[src/hdl/hmp_pkg.sv]
`timescale 1ns / 1ps
// ----------------------------------------------------------------------------
// hmp_pkg
// Shared constants and Q8.24 saturating arithmetic for the Heston path step.
// ----------------------------------------------------------------------------
package hmp_pkg;

    localparam int WORD_W   = 32;
    localparam int FRAC_W   = 24;
    localparam int PROD_W   = 2 * WORD_W;
    localparam int ROOT_W   = 28;             // root of a 56-bit radicand
    localparam int RAD_W    = 2 * ROOT_W;
    localparam int CFG_IDX_W = 3;
    localparam int CFG_DATA_W = 31;

    // register indexes on the configuration port
    localparam logic [CFG_IDX_W-1:0] REG_KAPPA  = 3'd0;
    localparam logic [CFG_IDX_W-1:0] REG_THETA  = 3'd1;
    localparam logic [CFG_IDX_W-1:0] REG_XI     = 3'd2;
    localparam logic [CFG_IDX_W-1:0] REG_RHO    = 3'd3;
    localparam logic [CFG_IDX_W-1:0] REG_RHOBAR = 3'd4;

    typedef logic signed [WORD_W-1:0] word_t;

    localparam word_t FX_ONE     = 32'sh0100_0000;
    localparam word_t FX_HALF    = 32'sh0080_0000;
    localparam word_t FX_QUARTER = 32'sh0040_0000;
    localparam word_t WORD_MAX   = 32'sh7FFF_FFFF;
    localparam word_t WORD_MIN   = 32'sh8000_0000;

    // saturating sum
    function automatic word_t sat_add(input word_t a, input word_t b);
        logic signed [WORD_W:0] s;
        s = {a[WORD_W-1], a} + {b[WORD_W-1], b};
        if (s[WORD_W] != s[WORD_W-1])
            return s[WORD_W] ? WORD_MIN : WORD_MAX;
        return s[WORD_W-1:0];
    endfunction

    // saturating difference
    function automatic word_t sat_sub(input word_t a, input word_t b);
        logic signed [WORD_W:0] s;
        s = {a[WORD_W-1], a} - {b[WORD_W-1], b};
        if (s[WORD_W] != s[WORD_W-1])
            return s[WORD_W] ? WORD_MIN : WORD_MAX;
        return s[WORD_W-1:0];
    endfunction

    // round a product magnitude to nearest (ties away), apply sign, saturate
    function automatic word_t round_sat(input logic [PROD_W-1:0] p, input logic neg);
        logic [PROD_W-1:0]        r;
        logic [PROD_W-FRAC_W-1:0] q;
        r = p + (PROD_W'(1) << (FRAC_W - 1));
        q = r[PROD_W-1:FRAC_W];
        if (neg) begin
            if (q > (PROD_W-FRAC_W)'(64'h8000_0000))
                q = (PROD_W-FRAC_W)'(64'h8000_0000);
            return -word_t'(q[WORD_W-1:0]);
        end
        if (q > (PROD_W-FRAC_W)'(64'h7FFF_FFFF))
            q = (PROD_W-FRAC_W)'(64'h7FFF_FFFF);
        return word_t'(q[WORD_W-1:0]);
    endfunction

endpackage

[src/hdl/hmp_fmul.sv]
`timescale 1ns / 1ps
// ----------------------------------------------------------------------------
// hmp_fmul
// Two-stage Q8.24 multiplier: magnitude product, then round and saturate.
// ----------------------------------------------------------------------------
module hmp_fmul
(
    input  logic          clk,
    input  logic          en,
    input  hmp_pkg::word_t a,
    input  hmp_pkg::word_t b,
    output hmp_pkg::word_t y
);

    logic [hmp_pkg::WORD_W-1:0] mag_a;
    logic [hmp_pkg::WORD_W-1:0] mag_b;
    logic [hmp_pkg::PROD_W-1:0] prod_reg;
    logic                       neg_reg;
    hmp_pkg::word_t             y_reg;

    assign mag_a = a[hmp_pkg::WORD_W-1] ? -a : a;
    assign mag_b = b[hmp_pkg::WORD_W-1] ? -b : b;

    // stage 1: unsigned 32x32 product
    always_ff @(posedge clk)
    begin
        if (en)
        begin
            prod_reg <= hmp_pkg::PROD_W'(mag_a) * hmp_pkg::PROD_W'(mag_b);
            neg_reg  <= a[hmp_pkg::WORD_W-1] ^ b[hmp_pkg::WORD_W-1];
        end
    end

    // stage 2: round, sign, saturate
    always_ff @(posedge clk)
    begin
        if (en)
            y_reg <= hmp_pkg::round_sat(prod_reg, neg_reg);
    end

    assign y = y_reg;

endmodule

[config.mk]
export PLATFORM = sky130hd
export DESIGN_NAME = hmp_fmul
export DESIGN_NICKNAME = d
export VERILOG_FILES = /design/src/hdl/hmp_pkg.sv /design/src/hdl/hmp_fmul.sv
export SDC_FILE = /design/constraint.sdc
export NUM_CORES = 2
export LEC_CHECK = 0
export BUFFER_PORTS_ARGS = -buffer_cell sky130_fd_sc_hd__buf_4
export CAP_MARGIN = 10
export CORE_MARGIN = 8
export CORE_UTILIZATION = 67
export DETAILED_ROUTE_END_ITERATION = 12
export PLACE_DENSITY = 0.84
export SYNTH_ARGS = -nofsm -noshare
export SYNTH_HDL_FRONTEND = slang
export SYNTH_SLANG_ARGS = --single-unit
[constraint.sdc]
create_clock -name clk -period 19.6 [get_ports clk]
set_input_delay 4.9 -clock clk [delete_from_list [all_inputs] [get_ports clk]]
set_output_delay 4.9 -clock clk [all_outputs]
set_load 0.02 [all_outputs]
==> flow_summary.ini <==
[outcome]
outcome = finished clean

[sta]
max_freq_mhz = 62.3
finClkSkew_ns = 0.00610
worst_hold_slack_ns = 0.897
rsz0062_at_grt = no
relSlewSlack_pct = 5.32
min_period_over_period_pct = 81.9
slew_violations = 0
setup_ws_ns = 3.54
setup-tns-final_ns = 0
max_slew.worst_pin.slew_ns = 1.42
final_hold_viol_count = 0
finalSetupViolCount = 0
fin_crit_ns = 16.06

[synthesis]
synth_cells = 4191
synthFlopType = edfxtp_1
synth.area.top_cells = fa_1 48%, inv_1 9.2%, ha_1 8.9%
syn_avg_cell_area_um2 = 8.84
yosysUniqueCellTypes = 83
synth-seq-cells = 74
synth_area_um2 = 37100
synth_edf_count = 74
synth-seq-area-share_pct = 6.00
synth_top_cell_by_area = fa_1
async_flop_share_pct = 0
synth_top_area_share_pct = 48.4
ys_warn_count = 0
synth_fp_nets = 5416

[finish]
fin_nets = 5449
largest_register_ffs = 41
drive_above_1_share_pct = 7.28
area_growth_pct = 6.51
n_fill_cell = 3923
final_util_pct = 71.9

[global_route]
grt-ovfl-total = 0
grt_usage_pct = 38.1
antenna_found_initial = 7
grt_first_pass_wirelength_um = 184000
grt_pass1_vias = 33149
grt_start_max_net_pins = 75

[route]
vias = 31012
dr.pass1.iters = 7
top_layer = met5
ant_nets = 0
route.met3.wl_um = 19200
wl_per_cell_um = 23.8
remaining_drc_errors = 0
wl_met2_um = 50000
via_per_inst = 6.28
wl_met1_um = 36900
drt_iter0_markers = 3568
wl_um = 118000

[worst_hold_path]
min_path_cells = 2
min_path_type = reg -> reg
hp-start = prod_reg[54]
min_to = y[30]

[floorplan]
die_area_um2 = 63100
io_pins = 98
die_w_um = 251
start_util_pct = 67.5
num_rows = 86
chipHeight_um = 251
core-area_um2 = 54900

[worst_setup_path]
critPathArrivalTime_ns = 16.12
worst_setup_path_start_kind = primary input
r2r-end = y[30]
cpMostUsedCell = fa_1
crit_fanout = 13
crit_path_start = a[3]
crit_type = in -> reg
cp-end-kind = flop
crit_required_ns = 19.67
crit_path_top_delay_cell = xor2_2
slowest_delay_ns = 1.03
r2r_start = prod_reg[24]
rr_worst_depth = 19
rrSetupSlack_ns = 13.22

[cts]
cts_root_buf = clkbuf_16
cts_tree = yes
cts_buffer_depth = 2
clkTransAtPathRegs_ns = 0.06
htree_num_levels = 3
holdBufCountCts = 0
cts_buffers = 9
cts_resized = 0
worstSkewPairLatency_ns = 0.34
clock_sinks = 74
cts_setup_buffers = 0

[placed_design]
place_congestion = 1.03
dp_hpwl_um = 91400
portBuffers = 97
pre_cts_ws_ns = 3.59

[flow_run]
drv_cap = 0
==> how the worst max path moves through the flow <==
stage / end / slack, ns / cells past startpoint
6_report: prod_reg[63] / 3.54 / 29
3_5_place_dp: prod_reg[63] / 3.59 / 29
2_1_floorplan: prod_reg[63] / 5.15 / 30
5_1_grt: prod_reg[63] / 3.13 / 29
4_1_cts: prod_reg[63] / 3.93 / 29
3_3_place_gp: prod_reg[63] / 4.02 / 29
==> per-stage QoR <==
step           instances  cell area, um^2
2_1_floorplan       4191            37100
3_3_place_gp        4914            39100
3_5_place_dp        4914            39100
4_1_cts             4930            39400
5_1_grt             4933            39500
6_report            4938            39500
==> routing by layer <==
layer | vias up | global-route usage, %
met5 | - | 0
met4 | 4 | 28.4
met3 | 828 | 15.3
met2 | 2547 | 56.4
met1 | 15047 | 44.7
li1 | 12586 | -
==> cells by family after synthesis <==
| family | Yosys count | share of synthesized area, % |
|---|---|---|
| AO/OA/AOI/OAI | 270 | 4.90 |
| flip-flops | 74 | 6.00 |
| adder cells (fa/ha/maj) | 1159 | 57.3 |
| buffers and inverters | 1102 | 11.3 |
| multiplexers | 6 | 0.165 |
| AND/OR/NAND/NOR | 1390 | 15.9 |
| XOR/XNOR | 190 | 4.51 |
==> cell usage after synthesis (18+ instances only) <==
master,count
a21o_1,32
nor2_1,606
fa_1,895
nand2_1,545
a21oi_1,59
inv_1,912
clkbuf_1,173
xor2_1,85
xnor2_1,104
edfxtp_1,74
nand3_1,36
nand4_1,18
nor3_1,37
or3_1,18
o31ai_1,20
o21ai_0,54
and2_1,20
ha_1,264
==> cells in the final DEF (no fill, tap or decap), types with 13 or more instances in the layout <==
cell type,n
a21o_1,32
a21oi_1,59
a31oi_1,17
and2_1,20
and3_1,13
buf_4,209
edfxtp_1,74
fa_1,895
ha_1,264
inv_1,912
nand2_1,545
nand3_1,36
nand4_1,18
nor2_1,606
nor3_1,37
nor4_1,15
o21ai_0,54
o31ai_1,20
or3_1,18
xnor2_1,84
xnor2_2,16
xor2_1,66
xor2_2,16
==> critical path, delay by kind of cell <==
kind	cells	cell delay, ns
and+or+nand+nor	6	2.52
xor gates and xnor gates	2	1.15
AOI/OAI and AO/OA	9	2.96
buffers and inverters	3	0.24
adders and majority gates	9	4.33
==> final cells by class <==
cell class	instances	area [um^2]	area share [%]
Antenna cell	5	12.5	0.0317
Tap cell	704	881	2.23
Multi-Input combinational cell	3015	31000	78.7
Clock buffer	11	233	0.590
Sequential cell	74	2220	5.63
Timing Repair Buffer	211	1590	4.02
Inverter	913	3430	8.68
Clock inverter	5	55.1	0.139
Power is left out: the tool's default activity adds up to more than one toggle a clock period on the data nets, which glitch-free logic cannot reach.
