### src/hdl/hmp_pkg.sv
`timescale 1ns / 1ps
// ----------------------------------------------------------------------------
// hmp_pkg
// Shared constants and Q8.24 saturating arithmetic for the Heston path step.
// ----------------------------------------------------------------------------
package hmp_pkg;

    localparam int WORD_W   = 32;
    localparam int FRAC_W   = 24;
    localparam int PROD_W   = 2 * WORD_W;
    localparam int ROOT_W   = 28;             // root of a 56-bit radicand
    localparam int RAD_W    = 2 * ROOT_W;
    localparam int CFG_IDX_W = 3;
    localparam int CFG_DATA_W = 31;

    // register indexes on the configuration port
    localparam logic [CFG_IDX_W-1:0] REG_KAPPA  = 3'd0;
    localparam logic [CFG_IDX_W-1:0] REG_THETA  = 3'd1;
    localparam logic [CFG_IDX_W-1:0] REG_XI     = 3'd2;
    localparam logic [CFG_IDX_W-1:0] REG_RHO    = 3'd3;
    localparam logic [CFG_IDX_W-1:0] REG_RHOBAR = 3'd4;

    typedef logic signed [WORD_W-1:0] word_t;

    localparam word_t FX_ONE     = 32'sh0100_0000;
    localparam word_t FX_HALF    = 32'sh0080_0000;
    localparam word_t FX_QUARTER = 32'sh0040_0000;
    localparam word_t WORD_MAX   = 32'sh7FFF_FFFF;
    localparam word_t WORD_MIN   = 32'sh8000_0000;

    // saturating sum
    function automatic word_t sat_add(input word_t a, input word_t b);
        logic signed [WORD_W:0] s;
        s = {a[WORD_W-1], a} + {b[WORD_W-1], b};
        if (s[WORD_W] != s[WORD_W-1])
            return s[WORD_W] ? WORD_MIN : WORD_MAX;
        return s[WORD_W-1:0];
    endfunction

    // saturating difference
    function automatic word_t sat_sub(input word_t a, input word_t b);
        logic signed [WORD_W:0] s;
        s = {a[WORD_W-1], a} - {b[WORD_W-1], b};
        if (s[WORD_W] != s[WORD_W-1])
            return s[WORD_W] ? WORD_MIN : WORD_MAX;
        return s[WORD_W-1:0];
    endfunction

    // round a product magnitude to nearest (ties away), apply sign, saturate
    function automatic word_t round_sat(input logic [PROD_W-1:0] p, input logic neg);
        logic [PROD_W-1:0]        r;
        logic [PROD_W-FRAC_W-1:0] q;
        r = p + (PROD_W'(1) << (FRAC_W - 1));
        q = r[PROD_W-1:FRAC_W];
        if (neg) begin
            if (q > (PROD_W-FRAC_W)'(64'h8000_0000))
                q = (PROD_W-FRAC_W)'(64'h8000_0000);
            return -word_t'(q[WORD_W-1:0]);
        end
        if (q > (PROD_W-FRAC_W)'(64'h7FFF_FFFF))
            q = (PROD_W-FRAC_W)'(64'h7FFF_FFFF);
        return word_t'(q[WORD_W-1:0]);
    endfunction

endpackage

### src/hdl/hmp_sqrt.sv
`timescale 1ns / 1ps
// ----------------------------------------------------------------------------
// hmp_sqrt
// Pipelined integer square root, one root bit per stage, floor result.
// ----------------------------------------------------------------------------
module hmp_sqrt
(
    input  logic                        clk,
    input  logic                        en,
    input  logic [hmp_pkg::RAD_W-1:0]   radicand,
    output logic [hmp_pkg::ROOT_W-1:0]  root
);

    localparam int N     = hmp_pkg::ROOT_W;
    localparam int REM_W = hmp_pkg::ROOT_W + 2;

    logic [hmp_pkg::RAD_W-1:0] rad_reg  [0:N-1];
    logic [REM_W-1:0]          rem_reg  [0:N-1];
    logic [N-1:0]              root_reg [0:N-1];

    genvar k;
    generate
        for (k = 0; k < N; k++)
        begin : g_stage
            logic [hmp_pkg::RAD_W-1:0] src_rad;
            logic [REM_W-1:0]          src_rem;
            logic [N-1:0]              src_root;
            logic [REM_W+1:0]          t_rem;
            logic [REM_W+1:0]          trial;
            logic [hmp_pkg::RAD_W-1:0] rad_next;
            logic [REM_W-1:0]          rem_next;
            logic [N-1:0]              root_next;

            // previous stage, or the new radicand at the head
            if (k == 0)
            begin : g_head
                assign src_rad  = radicand;
                assign src_rem  = '0;
                assign src_root = '0;
            end
            else
            begin : g_tail
                assign src_rad  = rad_reg[k-1];
                assign src_rem  = rem_reg[k-1];
                assign src_root = root_reg[k-1];
            end

            // bring down two radicand bits, try the next root bit
            always_comb
            begin
                t_rem    = {src_rem, src_rad[hmp_pkg::RAD_W-1 -: 2]};
                trial    = (REM_W+2)'({src_root, 2'b01});
                rad_next = src_rad << 2;
                if (t_rem >= trial)
                begin
                    rem_next  = REM_W'(t_rem - trial);
                    root_next = {src_root[N-2:0], 1'b1};
                end
                else
                begin
                    rem_next  = t_rem[REM_W-1:0];
                    root_next = {src_root[N-2:0], 1'b0};
                end
            end

            always_ff @(posedge clk)
            begin
                if (en)
                begin
                    rad_reg[k]  <= rad_next;
                    rem_reg[k]  <= rem_next;
                    root_reg[k] <= root_next;
                end
            end
        end
    endgenerate

    assign root = root_reg[N-1];

endmodule
### config.mk
export PLATFORM = sky130hd
export DESIGN_NAME = hmp_sqrt
export DESIGN_NICKNAME = d
export VERILOG_FILES = /design/src/hdl/hmp_pkg.sv /design/src/hdl/hmp_sqrt.sv
export SDC_FILE = /design/constraint.sdc
export NUM_CORES = 2
export LEC_CHECK = 0
export ABC_AREA = 1
export BUFFER_PORTS_ARGS = -buffer_cell sky130_fd_sc_hd__buf_2
export CAP_MARGIN = 20
export CORE_AREA = 2 2 422 424
export CTS_CLUSTER_SIZE = 24
export DETAILED_ROUTE_END_ITERATION = 16
export DIE_AREA = 0 0 424 426
export HOLD_SLACK_MARGIN = 0.05
export PLACE_DENSITY = 0.76
export SLEW_MARGIN = 20
export SYNTH_ARGS = -nofsm -noshare
export SYNTH_HDL_FRONTEND = slang
export SYNTH_SLANG_ARGS = --single-unit
### constraint.sdc
create_clock -name clk -period 4.61 [get_ports clk]
set_clock_uncertainty 0.05 [all_clocks]
set_input_delay 0 -clock clk [delete_from_list [all_inputs] [get_ports clk]]
set_output_delay 0 -clock clk [all_outputs]
set_load 0.1 [all_outputs]
==> impl_metrics.csv <==
group,metric,value,unit
synth,ys_seq_elements,1930,
worst_setup_path,setup.worst_path.start_class,"flop",
synth,ys_seq_area_share,55.2,%
worst_setup_path,critical_path.endpoint_type,"flop",
cells_and_area,largest_reg_flops,768,
worst_setup_path,timing.critical_path.max_delay_family,"simple AND/OR/NAND/NOR gates",
synth,synth_area,105000,um^2
synth,synthTopCellsByArea,"sky130_fd_sc_hd__edfxtp_1 (55%), sky130_fd_sc_hd__nand2_1 (14%), sky130_fd_sc_hd__inv_1 (7.6%), sky130_fd_sc_hd__ha_1 (5.2%), sky130_fd_sc_hd__nand3_1 (3.5%)",
timing,final.period_utilization,71.9,%
hold_path,hold_wc_path_type,"input port to flop",
detailed_routing,drt_first_pass_iters,8,
clock_tree,cts_tree,"done",
timing,setup_total_negative_slack,0,ps
synth,synth.avg_cell_area,8.77,um^2
clock_tree,clock_tree.htree_level_count,4,
worst_setup_path,critPathKind,"flop to flop",
timing,final_critical_period,3320,ps
detailed_routing,detail-route-antenna-nets,0,
floorplanning,initial_utilization,59.7,%
detailed_routing,routed_wl,286,mm
synth,post-synth-top-area-fraction,55.2,%
floorplanning,die_h,426,um
floorplanning,floorplan.rows,154,
run,maxCapViolCount,0,
clock_tree,cts_sinks,1930,
clock_tree,cts_made_buffers,198,
detailed_routing,via_density_per_instance,5.45,
clock_tree,clockBufferDepth,3,
placement,pre_cts_slack,1380,ps
placement,detail_placement_hpwl,214,mm
floorplanning,io_pins,86,
synth,postSynthNetCount,12500,
floorplanning,die_area,181000,um^2
floorplanning,die_w,424,um
timing,worst_pin_slew,1020,ps
power_and_ir_drop,vdd_drop_max,486,uV
worst_setup_path,timing.critical_path.fanout_max,24,
synth,synth_enable_flop_cells,1930,
cells_and_area,final_nets,12800,
synth,post_synth_num_cell_types,52,
global_routing,grt_start_max_net_pins,157,
timing,final-max-slew-violation-count,0,
detailed_routing,detailroute.via_count,80900,
floorplanning,core_area,176000,um^2
power_and_ir_drop,p_per_area,438,nW/um^2
cells_and_area,area_delta_synth_final,10.7,%
worst_setup_path,critPathMaxStageDelay,600,ps
synth,post_synth_inst_count,12000,
synth,yosysMostFrequentCell,"sky130_fd_sc_hd__nand2_1",
timing,rsz_0062_raised_after_global_routing,"no",
global_routing,first_pass_grt_wire_length,437,mm
worst_setup_path,cp_cell_sequence,"inv_1 > ha_1 > nand2_2 > nor2_2 > nand2_1 > nor2_1 > a21oi_1 > nand4_2 > inv_2 > nand2_1 > nand2_1",
clock_tree,clk-insertion-delay-late,860,ps
cells_and_area,final_core_utilization,66.1,%
worst_setup_path,worstPathRequired,5250,ps
global_routing,first_global_vias,77000,
clock_tree,cts_hold_buffers,115,
clock_tree,postCtsResizedCells,0,
detailed_routing,route.detailed.wl_per_inst,19.3,um
cells_and_area,final.fill_count,14100,
synth,synth.top_cells.by_count,"sky130_fd_sc_hd__nand2_1 (3946), sky130_fd_sc_hd__inv_1 (2112), sky130_fd_sc_hd__edfxtp_1 (1930)",
synth,ys.warnings.count,0,
global_routing,groute.usage.overall,31.4,%
synth,synth_largest_area_cell,"sky130_fd_sc_hd__edfxtp_1",
clock_tree,postcts_setup_bufs,0,
timing,finalHoldViolations,0,
worst_setup_path,critical_path.slowest_cell,"sky130_fd_sc_hd__inv_2",
clock_tree,clock_tree.root_cell,"sky130_fd_sc_hd__clkbuf_16",
placement,gp_congestion,1.00,
timing,setup_violations,0,
placement,port_buffers,85,
outcome,run_status,"finished, final reports clean",
global_routing,antenna_found_initial,6,
worst_setup_path,worst_path_most_repeated_cell,"sky130_fd_sc_hd__nand2_1",
worst_setup_path,arrival,3950,ps
timing,slew-limit-headroom,32.1,%
global_routing,grt-ovfl-total,0,
timing,fin_ws,1290,ps
synth,synth_ff_type,"sky130_fd_sc_hd__edfxtp_1",
detailed_routing,dr.first_iter.drc_count,8303,
synth,synth_async_sr_flop_share,0,%
timing,max_freq,0.302,GHz
cells_and_area,proportion_of_layout_cells_with_a_drive_suffix_above_1,4.81,%
detailed_routing,drcViolationCount,0,
power_and_ir_drop,p_leak,52.9,nW
clock_tree,clock_pin_slew_worst_setup_and_hold_paths,60,ps
worst_setup_path,cp.buffers_inverters,2,
layer usage:
metal	part of all wire (%)	vias up	global-route usage [%]
li1	-	39400	-
met1	42	37700	42.1
met2	47	3136	51.8
met3	6.9	618	4.15
met4	4.4	2	12.7
met5	0.0038	-	0
power by group:
part / switching, mW / total [mW] / internal [mW]
logic: 7.47 / 10.9 / 3.44
clock network: 7.33 / 16.9 / 9.61
registers: 1.42 / 23.1 / 21.6
total: 16.2 / 50.9 / 34.7
placed cells by master (no fill, tap or decap), types with 33 or more instances in the layout:
cell type                       instances
sky130_fd_sc_hd__nand4_1              168
sky130_fd_sc_hd__xnor2_1              105
sky130_fd_sc_hd__o21ai_0              276
sky130_fd_sc_hd__xor2_1               205
sky130_fd_sc_hd__clkbuf_16            198
sky130_fd_sc_hd__o21ai_1               47
sky130_fd_sc_hd__a21oi_1              479
sky130_fd_sc_hd__clkinv_1              33
sky130_fd_sc_hd__clkinv_2              36
sky130_fd_sc_hd__edfxtp_1            1930
sky130_fd_sc_hd__buf_2                 84
sky130_fd_sc_hd__nor2_1               954
sky130_fd_sc_hd__nor3_1               136
sky130_fd_sc_hd__buf_4                 36
sky130_fd_sc_hd__ha_1                 436
sky130_fd_sc_hd__dlygate4sd3_1        115
sky130_fd_sc_hd__inv_1               2112
sky130_fd_sc_hd__nand3b_1              59
sky130_fd_sc_hd__nand3_1              744
sky130_fd_sc_hd__nand2_1             3946
cells by family after synthesis:
family	count (synthesis)	share of synthesized area, %
simple gates	6176	24.3
buf+inv	2238	8.35
flops	1930	55.2
compound gates	869	4.33
fa+ha+maj	436	5.20
xor+xnor	310	2.59
other cells	1	0.00357
worst reg2reg max path: stages (launching register included):
cell                       delay, ps
sky130_fd_sc_hd__edfxtp_1        560
sky130_fd_sc_hd__inv_1            90
sky130_fd_sc_hd__ha_1            350
sky130_fd_sc_hd__nand2_2         150
sky130_fd_sc_hd__nor2_2           90
sky130_fd_sc_hd__nand2_1         130
sky130_fd_sc_hd__nor2_1           60
sky130_fd_sc_hd__a21oi_1         200
sky130_fd_sc_hd__nand4_2         490
sky130_fd_sc_hd__inv_2           610
sky130_fd_sc_hd__nand2_1         200
sky130_fd_sc_hd__nand2_1         160
through the flow:
step | hold WS, ps | power (mW) | instance area [um^2] | std cells
3_5_place_dp | 128 | 33.9 | 108000 | 14300
5_1_grt | 276 | 53.3 | 116000 | 14800
6_report | 260 | 50.9 | 116000 | 14800
4_1_cts | 250 | 51.0 | 116000 | 14800
2_1_floorplan | 48.9 | 30.1 | 105000 | 12000
3_3_place_gp | 126 | 33.8 | 108000 | 14300
area by class of cell:
cell class / instances / area [um^2] / area share [%]
diodes: 2 / 5.00 / 0.00431
clock buffers: 223 / 5050 / 4.35
clock inverters: 152 / 1890 / 1.62
inverters: 2140 / 8040 / 6.92
multi-input cells: 7792 / 38200 / 32.9
flip-flops and latches: 1930 / 58000 / 49.9
well taps: 2340 / 2930 / 2.52
repair buffers: 248 / 2100 / 1.81
final timing paths:
check | startpoint | end | slack [ps] | cells past startpoint
setup / recovery | root_reg[1][160] | rem_reg[22][21] | 1290 | 11
hold / removal | en | rad_reg[0][32] | 260 | 2
setup reg to reg | root_reg[1][160] | rem_reg[22][21] | 1290 | 11
hold reg to reg | rad_reg[2][51] | rad_reg[3][53] | 330 | 0
Power figures use the tool's default switching activity.
